[src/hw/rtl/pea_pkg.sv]
// ----------------------------------------------------------------------------
// pea_pkg
// shared types, codes and reset values of the pen event aggregator
// ----------------------------------------------------------------------------
package pea_pkg;

  // event types
  localparam logic [4:0] EV_SYN = 5'd0;
  localparam logic [4:0] EV_KEY = 5'd1;
  localparam logic [4:0] EV_ABS = 5'd3;

  // event codes
  localparam logic [9:0] CODE_X        = 10'd0;
  localparam logic [9:0] CODE_Y        = 10'd1;
  localparam logic [9:0] CODE_PRESSURE = 10'd24;
  localparam logic [9:0] CODE_TILT_X   = 10'd26;
  localparam logic [9:0] CODE_TILT_Y   = 10'd27;
  localparam logic [9:0] CODE_PEN      = 10'd320;
  localparam logic [9:0] CODE_ERASER   = 10'd321;
  localparam logic [9:0] CODE_TOUCH    = 10'd330;
  localparam logic [9:0] CODE_REPORT   = 10'd0;

  // result kinds
  localparam logic [2:0] KIND_ENTER   = 3'd0;
  localparam logic [2:0] KIND_MOVE    = 3'd1;
  localparam logic [2:0] KIND_PRESS   = 3'd2;
  localparam logic [2:0] KIND_RELEASE = 3'd3;
  localparam logic [2:0] KIND_LEAVE   = 3'd4;

  // tools
  localparam logic [1:0] TOOL_NONE   = 2'd0;
  localparam logic [1:0] TOOL_PEN    = 2'd1;
  localparam logic [1:0] TOOL_ERASER = 2'd2;

  // register indexes
  localparam logic [2:0] REG_MAX_X      = 3'd0;
  localparam logic [2:0] REG_MAX_Y      = 3'd1;
  localparam logic [2:0] REG_MAX_PRES   = 3'd2;
  localparam logic [2:0] REG_TILT_MIN_X = 3'd3;
  localparam logic [2:0] REG_TILT_MAX_X = 3'd4;
  localparam logic [2:0] REG_TILT_MIN_Y = 3'd5;
  localparam logic [2:0] REG_TILT_MAX_Y = 3'd6;

  // register reset values
  localparam logic [15:0] RST_MAX_X    = 16'd20967;
  localparam logic [15:0] RST_MAX_Y    = 16'd15725;
  localparam logic [15:0] RST_MAX_PRES = 16'd4095;
  localparam logic [15:0] RST_TILT_MIN = 16'hDCD8; // -9000
  localparam logic [15:0] RST_TILT_MAX = 16'h2328; // 9000

  localparam logic [4:0] PREV_TYPE_RST = 5'd31;

  // scaling operations, one per divider pass
  localparam logic [2:0] OP_POS_X  = 3'd0;
  localparam logic [2:0] OP_POS_Y  = 3'd1;
  localparam logic [2:0] OP_PRES   = 3'd2;
  localparam logic [2:0] OP_TILT_X = 3'd3;
  localparam logic [2:0] OP_TILT_Y = 3'd4;

  localparam int DEF_SCREEN_WIDTH  = 1404;
  localparam int DEF_SCREEN_HEIGHT = 1872;

  typedef enum logic [2:0] {
    ST_IDLE,
    ST_MUL,
    ST_DIV_START,
    ST_DIV_WAIT,
    ST_COMMIT,
    ST_EMIT_ENTER,
    ST_EMIT_MID,
    ST_EMIT_LEAVE
  } state_t;

  typedef struct packed {
    logic       ev_latch;
    logic       rep_start;
    logic [2:0] op;
    logic       mul_load;
    logic       div_start;
    logic       res_store;
    logic       rep_commit;
  } ctrl_cmd_t;

  typedef struct packed {
    logic       is_report;
    logic       div_done;
    logic       has_enter;
    logic       has_leave;
    logic [2:0] mid_kind;
  } ctrl_status_t;

endpackage

[src/hw/rtl/pen_event_aggregator.sv]
// ----------------------------------------------------------------------------
// pen_event_aggregator
// turns raw pen events into enter, press, release, move and leave results
// ----------------------------------------------------------------------------
// latency: axis, key and ignored events are taken one per cycle, back to back
// a sync report runs five passes (multiply, divider load, 16 divider steps,
// quotient store) plus a commit; the passes share one 16-step restoring
// divider; one to three result beats follow and events are held off until
// the last beat is taken
// reset clears latched axes and report state and loads the register defaults
module pen_event_aggregator #(
  parameter int SCREEN_WIDTH  = pea_pkg::DEF_SCREEN_WIDTH,
  parameter int SCREEN_HEIGHT = pea_pkg::DEF_SCREEN_HEIGHT
) (
  input  logic        clk,
  input  logic        rst,
  // event stream
  input  logic        s_axis_tvalid,
  output logic        s_axis_tready,
  input  logic [47:0] s_axis_tdata,  // event_code[9:0], event_value[41:10], zero fill
  input  logic [4:0]  s_axis_tuser,  // event_type[4:0]
  // result stream
  output logic        m_axis_tvalid,
  input  logic        m_axis_tready,
  output logic [71:0] m_axis_tdata,  // pos_x[15:0], pos_y[31:16], pointer[33:32],
                                     // pressure[49:34], tilt_x[57:50], tilt_y[65:58],
                                     // button_down[66], zero fill
  output logic [2:0]  m_axis_tuser,  // kind[2:0]
  output logic        m_axis_tlast,  // final beat of a report
  // register writes
  input  logic        cfg_valid,
  output logic        cfg_ready,
  input  logic [2:0]  cfg_index,
  input  logic [15:0] cfg_data
);

  pea_pkg::ctrl_cmd_t    cmd;
  pea_pkg::ctrl_status_t status;

  logic [15:0] pos_x, pos_y, pressure;
  logic [1:0]  pointer;
  logic [7:0]  tilt_x, tilt_y;
  logic        button_down;

  // registers are taken only while idle, never while a report is in flight
  assign cfg_ready = s_axis_tready;

  pea_ctrl u_ctrl (
    .clk       (clk),
    .rst       (rst),
    .in_valid  (s_axis_tvalid),
    .in_ready  (s_axis_tready),
    .out_valid (m_axis_tvalid),
    .out_ready (m_axis_tready),
    .kind      (m_axis_tuser),
    .last      (m_axis_tlast),
    .cmd       (cmd),
    .status    (status)
  );

  pea_datapath #(
    .SCREEN_WIDTH  (SCREEN_WIDTH),
    .SCREEN_HEIGHT (SCREEN_HEIGHT)
  ) u_datapath (
    .clk         (clk),
    .rst         (rst),
    .cmd         (cmd),
    .status      (status),
    .ev_type     (s_axis_tuser),
    .ev_code     (s_axis_tdata[9:0]),
    .ev_value    (s_axis_tdata[41:10]),
    .cfg_we      (cfg_valid & cfg_ready),
    .cfg_index   (cfg_index),
    .cfg_data    (cfg_data),
    .pos_x       (pos_x),
    .pos_y       (pos_y),
    .pointer     (pointer),
    .pressure    (pressure),
    .tilt_x      (tilt_x),
    .tilt_y      (tilt_y),
    .button_down (button_down)
  );

  // result payload is held in datapath registers for the whole report
  assign m_axis_tdata = {5'd0, button_down, tilt_y, tilt_x, pressure, pointer, pos_y, pos_x};

endmodule

[src/hw/rtl/pea_div.sv]
// ----------------------------------------------------------------------------
// pea_div
// restoring divider, one quotient bit per cycle, 16-bit quotient with overflow
// ----------------------------------------------------------------------------
module pea_div (
  input  logic        clk,
  input  logic        rst,
  input  logic        start,
  input  logic [49:0] num,
  input  logic [15:0] den,
  output logic        done,
  output logic        ovf,
  output logic [15:0] quot
);

  logic [15:0] rem;
  logic [15:0] low;
  logic [15:0] dsr;
  logic [4:0]  cnt;
  logic        busy;
  logic [16:0] trial;
  logic        fits;

  assign trial = {rem, low[15]};
  assign fits  = trial >= {1'b0, dsr};
  assign quot  = low;

  always_ff @(posedge clk) begin
    if (rst) begin
      busy <= 1'b0;
      done <= 1'b0;
      cnt  <= '0;
    end else begin
      done <= 1'b0;
      if (start) begin
        busy <= 1'b1;
        cnt  <= 5'd16;
      end else if (busy) begin
        cnt <= cnt - 5'd1;
        if (cnt == 5'd1) begin
          busy <= 1'b0;
          done <= 1'b1;
        end
      end
    end
  end

  always_ff @(posedge clk) begin
    if (start) begin
      // quotient fits 16 bits only when the upper part is below the divisor
      ovf <= num[49:16] >= {18'd0, den};
      rem <= num[31:16];
      low <= num[15:0];
      dsr <= den;
    end else if (busy) begin
      if (fits) begin
        rem <= 16'(trial - {1'b0, dsr});
      end else begin
        rem <= trial[15:0];
      end
      low <= {low[14:0], fits};
    end
  end

endmodule

[src/hw/rtl/pea_datapath.sv]
// ----------------------------------------------------------------------------
// pea_datapath
// event state, configuration, scaling multiplier, divider and result registers
// ----------------------------------------------------------------------------
module pea_datapath #(
  parameter int SCREEN_WIDTH  = pea_pkg::DEF_SCREEN_WIDTH,
  parameter int SCREEN_HEIGHT = pea_pkg::DEF_SCREEN_HEIGHT
) (
  input  logic                  clk,
  input  logic                  rst,
  input  pea_pkg::ctrl_cmd_t    cmd,
  output pea_pkg::ctrl_status_t status,
  input  logic [4:0]            ev_type,
  input  logic [9:0]            ev_code,
  input  logic [31:0]           ev_value,
  input  logic                  cfg_we,
  input  logic [2:0]            cfg_index,
  input  logic [15:0]           cfg_data,
  output logic [15:0]           pos_x,
  output logic [15:0]           pos_y,
  output logic [1:0]            pointer,
  output logic [15:0]           pressure,
  output logic [7:0]            tilt_x,
  output logic [7:0]            tilt_y,
  output logic                  button_down
);

  localparam logic [16:0] MULT_X    = 17'(SCREEN_WIDTH * 16);
  localparam logic [16:0] MULT_Y    = 17'(SCREEN_HEIGHT * 16);
  localparam logic [16:0] MULT_PRES = 17'h10000;
  localparam logic [16:0] MULT_TILT = 17'd180;

  logic [15:0] max_x, max_y, max_pres;
  logic [15:0] tmin_x, tmax_x, tmin_y, tmax_y;

  logic [31:0] raw_x, raw_y, raw_pres, raw_tx, raw_ty;
  logic        touching;
  logic [1:0]  tool_now;
  logic        rep_down;
  logic [1:0]  rep_tool;
  logic [15:0] rep_pos_x, rep_pos_y;
  logic [4:0]  prev_type;

  logic        has_enter, has_leave, releasing;
  logic [2:0]  mid_kind;

  logic [15:0] calc_x, calc_y;

  // operand selection
  logic [32:0] mag;
  logic [16:0] mult;
  logic [15:0] den;
  logic        zero_res, tilt_neg, tilt_zden, is_tilt;
  logic [31:0] sel_raw;
  logic [15:0] sel_max, sel_lo, sel_hi;
  logic [32:0] diff;
  logic [16:0] tden;

  logic [49:0] prod;
  logic [15:0] den_q;
  logic        zero_q, neg_q, zden_q, tilt_q;

  logic        div_done, div_ovf;
  logic [15:0] quot;
  logic [15:0] u_res;
  logic [7:0]  t_res;

  always_comb begin
    sel_raw = raw_x;
    sel_max = max_x;
    sel_lo  = tmin_y;
    sel_hi  = tmax_y;
    mult    = MULT_X;
    is_tilt = 1'b0;
    case (cmd.op)
      pea_pkg::OP_POS_X: begin
        sel_raw = raw_x;
        sel_max = max_x;
        mult    = MULT_X;
      end
      pea_pkg::OP_POS_Y: begin
        sel_raw = raw_y;
        sel_max = max_y;
        mult    = MULT_Y;
      end
      pea_pkg::OP_PRES: begin
        sel_raw = raw_pres;
        sel_max = max_pres;
        mult    = MULT_PRES;
      end
      pea_pkg::OP_TILT_X: begin
        // horizontal output comes from the vertical raw axis
        sel_raw = raw_ty;
        sel_lo  = tmin_y;
        sel_hi  = tmax_y;
        mult    = MULT_TILT;
        is_tilt = 1'b1;
      end
      default: begin
        sel_raw = raw_tx;
        sel_lo  = tmin_x;
        sel_hi  = tmax_x;
        mult    = MULT_TILT;
        is_tilt = 1'b1;
      end
    endcase

    diff = {sel_raw[31], sel_raw} - {{17{sel_lo[15]}}, sel_lo};
    tden = {sel_hi[15], sel_hi} - {sel_lo[15], sel_lo};

    if (is_tilt) begin
      mag       = diff[32] ? 33'(-diff) : diff;
      den       = tden[16] ? 16'(-tden) : tden[15:0];
      tilt_neg  = diff[32] ^ tden[16];
      tilt_zden = tden == 17'd0;
      zero_res  = 1'b0;
    end else begin
      mag       = {2'b00, sel_raw[30:0]};
      den       = (sel_max == 16'd0) ? 16'd1 : sel_max;
      tilt_neg  = 1'b0;
      tilt_zden = 1'b0;
      zero_res  = sel_raw[31] || (sel_raw == 32'd0);
    end
  end

  always_ff @(posedge clk) begin
    if (cmd.mul_load) begin
      prod   <= mag * mult;
      den_q  <= (den == 16'd0) ? 16'd1 : den;
      zero_q <= zero_res;
      neg_q  <= tilt_neg;
      zden_q <= tilt_zden;
      tilt_q <= is_tilt;
    end
  end

  pea_div u_div (
    .clk   (clk),
    .rst   (rst),
    .start (cmd.div_start),
    .num   (prod),
    .den   (den_q),
    .done  (div_done),
    .ovf   (div_ovf),
    .quot  (quot)
  );

  always_comb begin
    if (zero_q) begin
      u_res = 16'd0;
    end else if (div_ovf) begin
      u_res = 16'hFFFF;
    end else begin
      u_res = quot;
    end
    // quotient minus 90, clamped to -90..90; zero when the tilt limits are equal
    if (zden_q) begin
      t_res = 8'd0;
    end else if (neg_q) begin
      t_res = 8'(-90);
    end else if (div_ovf || quot >= 16'd180) begin
      t_res = 8'd90;
    end else begin
      t_res = 8'(quot[7:0] - 8'd90);
    end
  end

  always_ff @(posedge clk) begin
    if (cmd.res_store) begin
      case (cmd.op)
        pea_pkg::OP_POS_X:  calc_x   <= u_res;
        pea_pkg::OP_POS_Y:  calc_y   <= u_res;
        pea_pkg::OP_PRES:   pressure <= u_res;
        pea_pkg::OP_TILT_X: tilt_x   <= t_res;
        default:            tilt_y   <= t_res;
      endcase
    end
  end

  // configuration
  always_ff @(posedge clk) begin
    if (rst) begin
      max_x    <= pea_pkg::RST_MAX_X;
      max_y    <= pea_pkg::RST_MAX_Y;
      max_pres <= pea_pkg::RST_MAX_PRES;
      tmin_x   <= pea_pkg::RST_TILT_MIN;
      tmax_x   <= pea_pkg::RST_TILT_MAX;
      tmin_y   <= pea_pkg::RST_TILT_MIN;
      tmax_y   <= pea_pkg::RST_TILT_MAX;
    end else if (cfg_we) begin
      unique case (cfg_index)
        pea_pkg::REG_MAX_X:      max_x    <= cfg_data;
        pea_pkg::REG_MAX_Y:      max_y    <= cfg_data;
        pea_pkg::REG_MAX_PRES:   max_pres <= cfg_data;
        pea_pkg::REG_TILT_MIN_X: tmin_x   <= cfg_data;
        pea_pkg::REG_TILT_MAX_X: tmax_x   <= cfg_data;
        pea_pkg::REG_TILT_MIN_Y: tmin_y   <= cfg_data;
        pea_pkg::REG_TILT_MAX_Y: tmax_y   <= cfg_data;
        default: ;
      endcase
    end
  end

  // event state
  always_ff @(posedge clk) begin
    if (rst) begin
      raw_x     <= '0;
      raw_y     <= '0;
      raw_pres  <= '0;
      raw_tx    <= '0;
      raw_ty    <= '0;
      touching  <= 1'b0;
      tool_now  <= pea_pkg::TOOL_NONE;
      prev_type <= pea_pkg::PREV_TYPE_RST;
    end else if (cmd.ev_latch) begin
      prev_type <= ev_type;
      if (ev_type == pea_pkg::EV_ABS) begin
        case (ev_code)
          pea_pkg::CODE_X:        raw_x    <= ev_value;
          pea_pkg::CODE_Y:        raw_y    <= ev_value;
          pea_pkg::CODE_PRESSURE: raw_pres <= ev_value;
          pea_pkg::CODE_TILT_X:   raw_tx   <= ev_value;
          pea_pkg::CODE_TILT_Y:   raw_ty   <= ev_value;
          default: ;
        endcase
      end else if (ev_type == pea_pkg::EV_KEY) begin
        case (ev_code)
          pea_pkg::CODE_TOUCH: touching <= ev_value != 32'd0;
          pea_pkg::CODE_PEN:
            tool_now <= (ev_value != 32'd0) ? pea_pkg::TOOL_PEN : pea_pkg::TOOL_NONE;
          pea_pkg::CODE_ERASER:
            tool_now <= (ev_value != 32'd0) ? pea_pkg::TOOL_ERASER : pea_pkg::TOOL_NONE;
          default: ;
        endcase
      end
    end
  end

  // report bookkeeping
  always_ff @(posedge clk) begin
    if (rst) begin
      rep_down  <= 1'b0;
      rep_tool  <= pea_pkg::TOOL_NONE;
      rep_pos_x <= '0;
      rep_pos_y <= '0;
      has_enter <= 1'b0;
      has_leave <= 1'b0;
      releasing <= 1'b0;
      mid_kind  <= pea_pkg::KIND_MOVE;
    end else begin
      if (cmd.rep_start) begin
        has_enter <= (rep_tool == pea_pkg::TOOL_NONE) && (tool_now != pea_pkg::TOOL_NONE);
        has_leave <= (rep_tool != pea_pkg::TOOL_NONE) && (tool_now == pea_pkg::TOOL_NONE);
        releasing <= !touching && rep_down;
        if (touching && !rep_down) begin
          mid_kind <= pea_pkg::KIND_PRESS;
        end else if (!touching && rep_down) begin
          mid_kind <= pea_pkg::KIND_RELEASE;
        end else begin
          mid_kind <= pea_pkg::KIND_MOVE;
        end
      end
      if (cmd.rep_commit) begin
        rep_down <= touching;
        rep_tool <= tool_now;
        if (!releasing) begin
          rep_pos_x <= calc_x;
          rep_pos_y <= calc_y;
        end
      end
    end
  end

  always_ff @(posedge clk) begin
    if (cmd.rep_commit) begin
      pos_x       <= releasing ? rep_pos_x : calc_x;
      pos_y       <= releasing ? rep_pos_y : calc_y;
      pointer     <= releasing ? rep_tool : tool_now;
      button_down <= touching;
    end
  end

  assign status.is_report = (ev_type == pea_pkg::EV_SYN) && (ev_code == pea_pkg::CODE_REPORT)
                            && (prev_type != pea_pkg::EV_SYN);
  assign status.div_done  = div_done;
  assign status.has_enter = has_enter;
  assign status.has_leave = has_leave;
  assign status.mid_kind  = mid_kind;

endmodule

[src/hw/rtl/pea_ctrl.sv]
// ----------------------------------------------------------------------------
// pea_ctrl
// sequencer: event intake, five scaling passes, result beats
// ----------------------------------------------------------------------------
module pea_ctrl (
  input  logic                  clk,
  input  logic                  rst,
  input  logic                  in_valid,
  output logic                  in_ready,
  output logic                  out_valid,
  input  logic                  out_ready,
  output logic [2:0]            kind,
  output logic                  last,
  output pea_pkg::ctrl_cmd_t    cmd,
  input  pea_pkg::ctrl_status_t status
);

  pea_pkg::state_t state, state_next;
  logic [2:0]      op, op_next;

  always_ff @(posedge clk) begin
    if (rst) begin
      state <= pea_pkg::ST_IDLE;
      op    <= pea_pkg::OP_POS_X;
    end else begin
      state <= state_next;
      op    <= op_next;
    end
  end

  always_comb begin
    state_next = state;
    op_next    = op;
    cmd        = '0;
    cmd.op     = op;
    in_ready   = 1'b0;
    out_valid  = 1'b0;
    kind       = pea_pkg::KIND_MOVE;
    last       = 1'b0;
    unique case (state)
      pea_pkg::ST_IDLE: begin
        in_ready = 1'b1;
        if (in_valid) begin
          cmd.ev_latch = 1'b1;
          if (status.is_report) begin
            cmd.rep_start = 1'b1;
            op_next       = pea_pkg::OP_POS_X;
            state_next    = pea_pkg::ST_MUL;
          end
        end
      end
      pea_pkg::ST_MUL: begin
        cmd.mul_load = 1'b1;
        state_next   = pea_pkg::ST_DIV_START;
      end
      pea_pkg::ST_DIV_START: begin
        cmd.div_start = 1'b1;
        state_next    = pea_pkg::ST_DIV_WAIT;
      end
      pea_pkg::ST_DIV_WAIT: begin
        if (status.div_done) begin
          cmd.res_store = 1'b1;
          if (op == pea_pkg::OP_TILT_Y) begin
            state_next = pea_pkg::ST_COMMIT;
          end else begin
            op_next    = op + 3'd1;
            state_next = pea_pkg::ST_MUL;
          end
        end
      end
      pea_pkg::ST_COMMIT: begin
        cmd.rep_commit = 1'b1;
        state_next = status.has_enter ? pea_pkg::ST_EMIT_ENTER : pea_pkg::ST_EMIT_MID;
      end
      pea_pkg::ST_EMIT_ENTER: begin
        out_valid = 1'b1;
        kind      = pea_pkg::KIND_ENTER;
        if (out_ready) begin
          state_next = pea_pkg::ST_EMIT_MID;
        end
      end
      pea_pkg::ST_EMIT_MID: begin
        out_valid = 1'b1;
        kind      = status.mid_kind;
        last      = !status.has_leave;
        if (out_ready) begin
          state_next = status.has_leave ? pea_pkg::ST_EMIT_LEAVE : pea_pkg::ST_IDLE;
        end
      end
      pea_pkg::ST_EMIT_LEAVE: begin
        out_valid = 1'b1;
        kind      = pea_pkg::KIND_LEAVE;
        last      = 1'b1;
        if (out_ready) begin
          state_next = pea_pkg::ST_IDLE;
        end
      end
      default: state_next = pea_pkg::ST_IDLE;
    endcase
  end

endmodule

[config.mk]
export PLATFORM = sky130hd
export DESIGN_NAME = pen_event_aggregator
export DESIGN_NICKNAME = d
export VERILOG_FILES = /design/src/hw/rtl/pea_pkg.sv /design/src/hw/rtl/pen_event_aggregator.sv /design/src/hw/rtl/pea_div.sv /design/src/hw/rtl/pea_datapath.sv /design/src/hw/rtl/pea_ctrl.sv
export SDC_FILE = /design/constraint.sdc
export NUM_CORES = 2
export LEC_CHECK = 0
export BUFFER_PORTS_ARGS = -buffer_cell sky130_fd_sc_hd__clkbuf_2
export CORE_ASPECT_RATIO = 1.1
export CORE_UTILIZATION = 60
export DETAILED_ROUTE_END_ITERATION = 10
export PLACE_DENSITY_LB_ADDON = 0.25
export RECOVER_POWER = 50
export SYNTH_ARGS = -nofsm -noshare
export SYNTH_HDL_FRONTEND = slang
export SYNTH_SLANG_ARGS = --single-unit
[constraint.sdc]
create_clock -name clk -period 12.4 [get_ports clk]
set_input_delay 0 -clock clk [delete_from_list [all_inputs] [get_ports clk]]
set_output_delay 0 -clock clk [all_outputs]
set_load 0.02 [all_outputs]
Word-level counts from Yosys, hierarchy flattened --
Index checks and enable logic that the tools add are counted. W data, S select, Z words.
Storage, ports and cells: bits in registers 551, logic and storage cells 214, input port bits 77, output and inout bits 79
Operators by class: mux-type cells 61, bitwise logic cells 5, magnitude comparators 3, add/subtract/negate cells 8, equality and inequality tests 34, reduce and logical (&&, ||, !) cells 55, multiply operators 1
Operator list (number):
- $mux W16 | 14
- $pmux W32 S4 | 1
- $mux W33 | 2
- $pmux W17 S3 | 1
- $mul A33 B17 Y50 | 1
- $mux W3 | 13
- $ge A34 B16 Y1 | 1
- $neg A33 Y33 | 1
- $sub A32 B16 Y33 | 1
- $logic_not A16 Y1 | 2
- $logic_not A32 Y1 | 1
- $pmux W16 S2 | 1
- $reduce_bool A32 Y1 | 1
- $eq A10 B5 Y1 const B | 3
- $eq A10 B9 Y1 const B | 3
- $eq A3 B3 Y1 const B | 8
- $mux W8 | 3
- $pmux W3 S8 | 1
- $reduce_and A2 Y1 | 12
- $eq A3 B2 Y1 const B | 6
- $ge A17 B16 Y1 | 1
- $logic_not A17 Y1 | 1
- $sub A16 B16 Y17 | 1
- $ge A16 B8 Y1 const B | 1
- 37 further kinds | 87

Depth between registers and ports, before layout --
depth after elaboration 8, gate-level depth with buffers 48, mapped depth without buffers 42

Modules after synthesis --
Synthesis repeated with hierarchy kept, for this count alone.
Second synthesis, totals: cell total of the unflattened synthesis 4497, area total of the unflattened synthesis 41471.0 um^2
Modules (own cells, without submodules):
- pea_datapath | cells an instance 4073, sequential area each 11390.9 um^2, area an instance 37183.2 um^2, times used 1
- pea_div | cells an instance 350, sequential area each 1611.5 um^2, area an instance 3719.8 um^2, times used 1
- pea_ctrl | cells an instance 65, sequential area each 120.1 um^2, area an instance 505.5 um^2, times used 1
- pen_event_aggregator | cells an instance 9, sequential area each 0.0 um^2, area an instance 62.6 um^2, times used 1

Least setup slack after synthesis --
OpenSTA, ideal clock, no wires.
path type register -> register, from register u_ctrl.op[2], to register u_datapath.prod[46], data pin, required time 12.138 ns, buffers on the path 6, data arrival time 10.879 ns, slack 1.260 ns, library setup time 0.262 ns, cell stages (with the launch flop) 40, path through dfxtp_1 -> buf_2 -> clkbuf_1 -> buf_1 -> clkbuf_1 -> mux2i_1 -> ha_1 -> buf_2 -> a21o_1 -> a21o_1 -> a221o_1 -> a21oi_1 -> a21oi_1 -> nor3_1 -> nor2_1 -> clkbuf_1 -> a21oi_1 -> xnor2_1 -> (+4 left out) -> fa_1 -> inv_1 -> fa_1 -> fa_1 -> inv_1 -> fa_1 -> fa_1 -> ha_1 -> a2111oi_0 -> o21ai_0 -> a41oi_1 -> o21ai_0 -> o21ai_0 -> o21ai_0 -> nor2_1 -> nor4_1 -> a211oi_1 -> xnor2_1
On the way: longest elaborated chain between the ends 8
RTL lines:
- start: declaration | RTL line pea_ctrl.sv:19 | logic [2:0] op, op_next;
- start signal: assignment | RTL line pea_ctrl.sv:24 | op <= pea_pkg::OP_POS_X;
- start signal: assignment | RTL line pea_ctrl.sv:27 | op <= op_next;
- $eq A3 B2 Y1, or another cell as far along | RTL line pea_datapath.sv:75 | case (cmd.op)
- $reduce_or A4 Y1 (no line)
- $mux W16 | RTL line pea_datapath.sv:75
- $sub A32 B16 Y33 | RTL line pea_datapath.sv:108 | diff = {sel_raw[31], sel_raw} - {{17{sel_lo[15]}}, sel_lo};
- $neg A33 Y33 | RTL line pea_datapath.sv:112 | mag = diff[32] ? 33'(-diff) : diff;
- $mux W33 | RTL line pea_datapath.sv:112
- $mux W33 | RTL line pea_datapath.sv:111 | if (is_tilt) begin
- $mul A33 B17 Y50 * | RTL line pea_datapath.sv:128 | prod <= mag * mult;
- end signal: assignment | RTL line pea_datapath.sv:128
- end: declaration | RTL line pea_datapath.sv:59 | logic [49:0] prod;
Mark *: on every way between the ends. The rest lies on a longest branch, timed or not. A chain may end at the register's enable or synchronous reset.

Final worst setup path --
from register u_ctrl.op[0], to register u_datapath.prod[49], data pin
The elaborated chain is that of the path after synthesis.

==> out/metrics.csv <==
stage;metric;value;unit
timing;period_share;94.4;%
logic_synthesis;synth_edf_count;215;
cells_and_area;syn_to_final_growth;10.7;%
cts;postCtsSetupBuffers;0;
logic_synthesis;synthArstFlopShare;0;%
global_route;grt_pass1_wl;170000;microns
logic_synthesis;yosys_warnings;0;
flow_run;drv_cap;5;
floorplan;fp-row-count;99;
setup_path;cp_data_arrival_time;12020;ps
placed_design;io_buffers;144;
global_route;grt_max_degree;176;
cts;cts.clk_slew.worst_paths;60;ps
logic_synthesis;synth_ff_type;dfxtp_1;
global_route;gr-total-overflow;0;
timing;worst_pin_slew;7440;ps
power;swShare;29.0;%
setup_path;slowest_stage;mux2i_1;
logic_synthesis;synthTopCellsByArea;dfxtp_1 16%, edfxtp_1 16%, fa_1 15%, ha_1 9.9%, nand2_1 6.0%;
placed_design;dp_slack;689;ps
cells_and_area;finish.instance_area;0.0449;sq mm
cts;root_buffer;clkbuf_16;
cts;insertion_delay;670;ps
cts;cts.sinks;548;
floorplan;dieArea;0.0687;sq mm
timing;fin_ws;688;ps
timing;drv_slew;440;
global_route;grt_pass1_vias;32543;
outcome;status;complete, but fails checks;
global_route;use_met2;55.3;%
logic_synthesis;syn-instance-count;4490;
timing;max_freq;0.0854;GHz
power;pwr-share-comb;19.7;%
global_route;busiest_layer;met2;
cts;cts_made_buffers;57;
floorplan;die_y;275;microns
detailed_routing;drc;0;
global_route;met3_usage;3.62;%
timing;finalSetupViolCount;0;
logic_synthesis;yosysSeqAreaShare;32.3;%
timing;clock_skew;78.9;ps
placed_design;postPlaceCellArea;0.0423;sq mm
power;peakVddDrop;128;uV
floorplan;start_util;60.9;%
cts;cts_tree;yes;
global_route;antenna_found_initial;3;
logic_synthesis;ys_types;91;
timing;slew_headroom;-396;%
logic_synthesis;ys_ff_latch;548;
detailed_routing;viasPerCell;5.84;
cells_and_area;final_common_cell;nand2_1;
global_route;grtUsageMet1;37.3;%
detailed_routing;vias;32482;
timing;hold_violations;0;
logic_synthesis;syn_area;0.0406;sq mm
power;p_leak;19.9;nW
power;pwr-share-seq;44.2;%
timing;fin_crit;11710;ps
worst_hold_path;hp-class;in -> reg;
logic_synthesis;avgSynthCellArea;9.04;sq um
power;internal_power;3.54;mW
detailed_routing;ant_nets;0;
timing;rsz0062_at_grt;no;
logic_synthesis;synth_top_cell_area_share;16.4;%
power;pwr-share-clk;36.0;%
detailed_routing;first_pass_iters;6;
timing;tns;0;ps
detailed_routing;initialDrtViolationCount;2564;
power;p_per_area;111;mW/mm^2
floorplan;die_w;250;microns
setup_path;cp-start-kind;flip-flop;
outcome;violations;capacitance limit, slew limit;
timing;fin_hold_ws;29.6;ps
setup_path;slowest_delay;550;ps
global_route;grt_usage;31.2;%
setup_path;cp_common_cell;fa_1;
cts;cts.htree.levels;2;
placed_design;gp_congestion;0.950;
setup_path;worstSetupPathType;reg -> reg;
detailed_routing;wl_per_cell;19.1;microns
setup_path;cp.required;12710;ps
cts;clock_path_buffers;3;
cells_and_area;final_cell_mix;648 x nand2_1, 513 x inv_1, 377 x nor2_1;
floorplan;ios;156;
cells_and_area;drive_gt1_share;7.24;%
placed_design;dpl.hpwl;77700;microns
logic_synthesis;yosysTopAreaCell;dfxtp_1;
detailed_routing;routed_wl;106000;microns
setup_path;path_max_fanout;15;
power;p_sw;1.45;mW
cells_and_area;nets;5353;
setup_path;endpoint_kind;flip-flop;
floorplan;core-area;0.0666;sq mm
critical path, delay by kind of cell (launching register included):
family,cells,cell delay (ps)
xor gates and xnor gates,2,600
DFF,1,350
and+or+nand+nor,5,1160
muxes,1,550
AOI/OAI and AO/OA,15,3500
adders and majority gates,10,4320
buffers and inverters,7,900
cells by family (layout without fill, tap and decap cells):
group	Yosys count	count (layout)	synth area share, %
compound gates	843	843	13.0
mux	133	133	3.45
fa+ha+maj	628	628	25.1
xor+xnor	135	135	2.91
other cells	2	18	0.0185
buf+inv	730	924	6.87
flops	548	548	32.3
simple gates	1471	1471	16.4
layer usage:
| layer | vias to the layer above | part of all wire, % |
|---|---|---|
| li1 | 15430 | - |
| met1 | 15636 | 39 |
| met2 | 1144 | 50 |
| met3 | 272 | 5.8 |
| met4 | 0 | 5.3 |
| met5 | - | 0 |
final timing paths:
| kind | cells after the start | startpoint | slack [ps] | end |
|---|---|---|---|---|
| worst max-delay path | 40 | u_ctrl.op[0]$_SDFFE_PP0P_ | 690 | u_datapath.prod[49]$_DFFE_PP_ |
| worst min-delay path | 6 | cfg_index[2] | 30 | u_datapath.max_x[11]$_SDFFE_PP0P_ |
| worst max register to register | 40 | u_ctrl.op[0]$_SDFFE_PP0P_ | 690 | u_datapath.prod[49]$_DFFE_PP_ |
| worst min register to register | 0 | u_datapath.den_q[5]$_SDFFCE_PN0P_ | 430 | u_datapath.u_div.dsr[5]$_DFFE_PP_ |
synthesized netlist by cell type, types with 75 or more instances:
master and number:
a21oi_1 374, a22oi_1 82, clkbuf_1 179, dfxtp_1 333, edfxtp_1 215, fa_1 308
ha_1 320, inv_1 513, mux2i_1 79, nand2_1 648, nand3_1 75, nor2_1 380
o21ai_0 106, xnor2_1 78
timing repair:
action	in CTS	in global routing
hold endpoints to repair	295	0
gates resized for setup	0	4
endpoints found under the setup margin	0	4
hold buffers	71	0
final cells by class:
| class | count | area, sq um |
|---|---|---|
| Antenna cell | 3 | 7.51 |
| Clock buffer | 80 | 1590 |
| Clock inverter | 28 | 404 |
| Fill cell | 5369 | 21700 |
| Inverter | 515 | 1930 |
| Multi-Input combinational cell | 3225 | 24800 |
| Sequential cell | 548 | 13100 |
| Tap cell | 858 | 1070 |
| Timing Repair Buffer | 301 | 1990 |
metrics by stage:
stage | utilization [%] | instances | power (mW)
after floorplan | - | 4503 | 2.92
after global placement | 63.5 | 5376 | 3.17
after detailed placement | 63.5 | 5376 | 3.20
after CTS | 67.6 | 5555 | 5.00
after global routing | 67.4 | 5557 | 5.21
final | 67.4 | 5558 | 4.99
power by group through the flow:
stage / Sequential (mW) / Combinational [mW] / Clock [mW]
floorplan: 2.20 / 0.728 / 0
global placement: 2.23 / 0.938 / 0
detailed placement: 2.23 / 0.963 / 0
CTS: 2.20 / 0.987 / 1.82
global route: 2.22 / 1.10 / 1.89
finish: 2.21 / 0.985 / 1.80
registers in the layout (all words and copies together), names as in the netlist, 32 cells and up:
signal / count
u_datapath.raw_y: 32
u_datapath.raw_ty: 32
u_datapath.raw_tx: 32
u_datapath.raw_pres: 32
u_datapath.prod: 48
u_datapath.raw_x: 32
(Power assumes the default switching activity.)
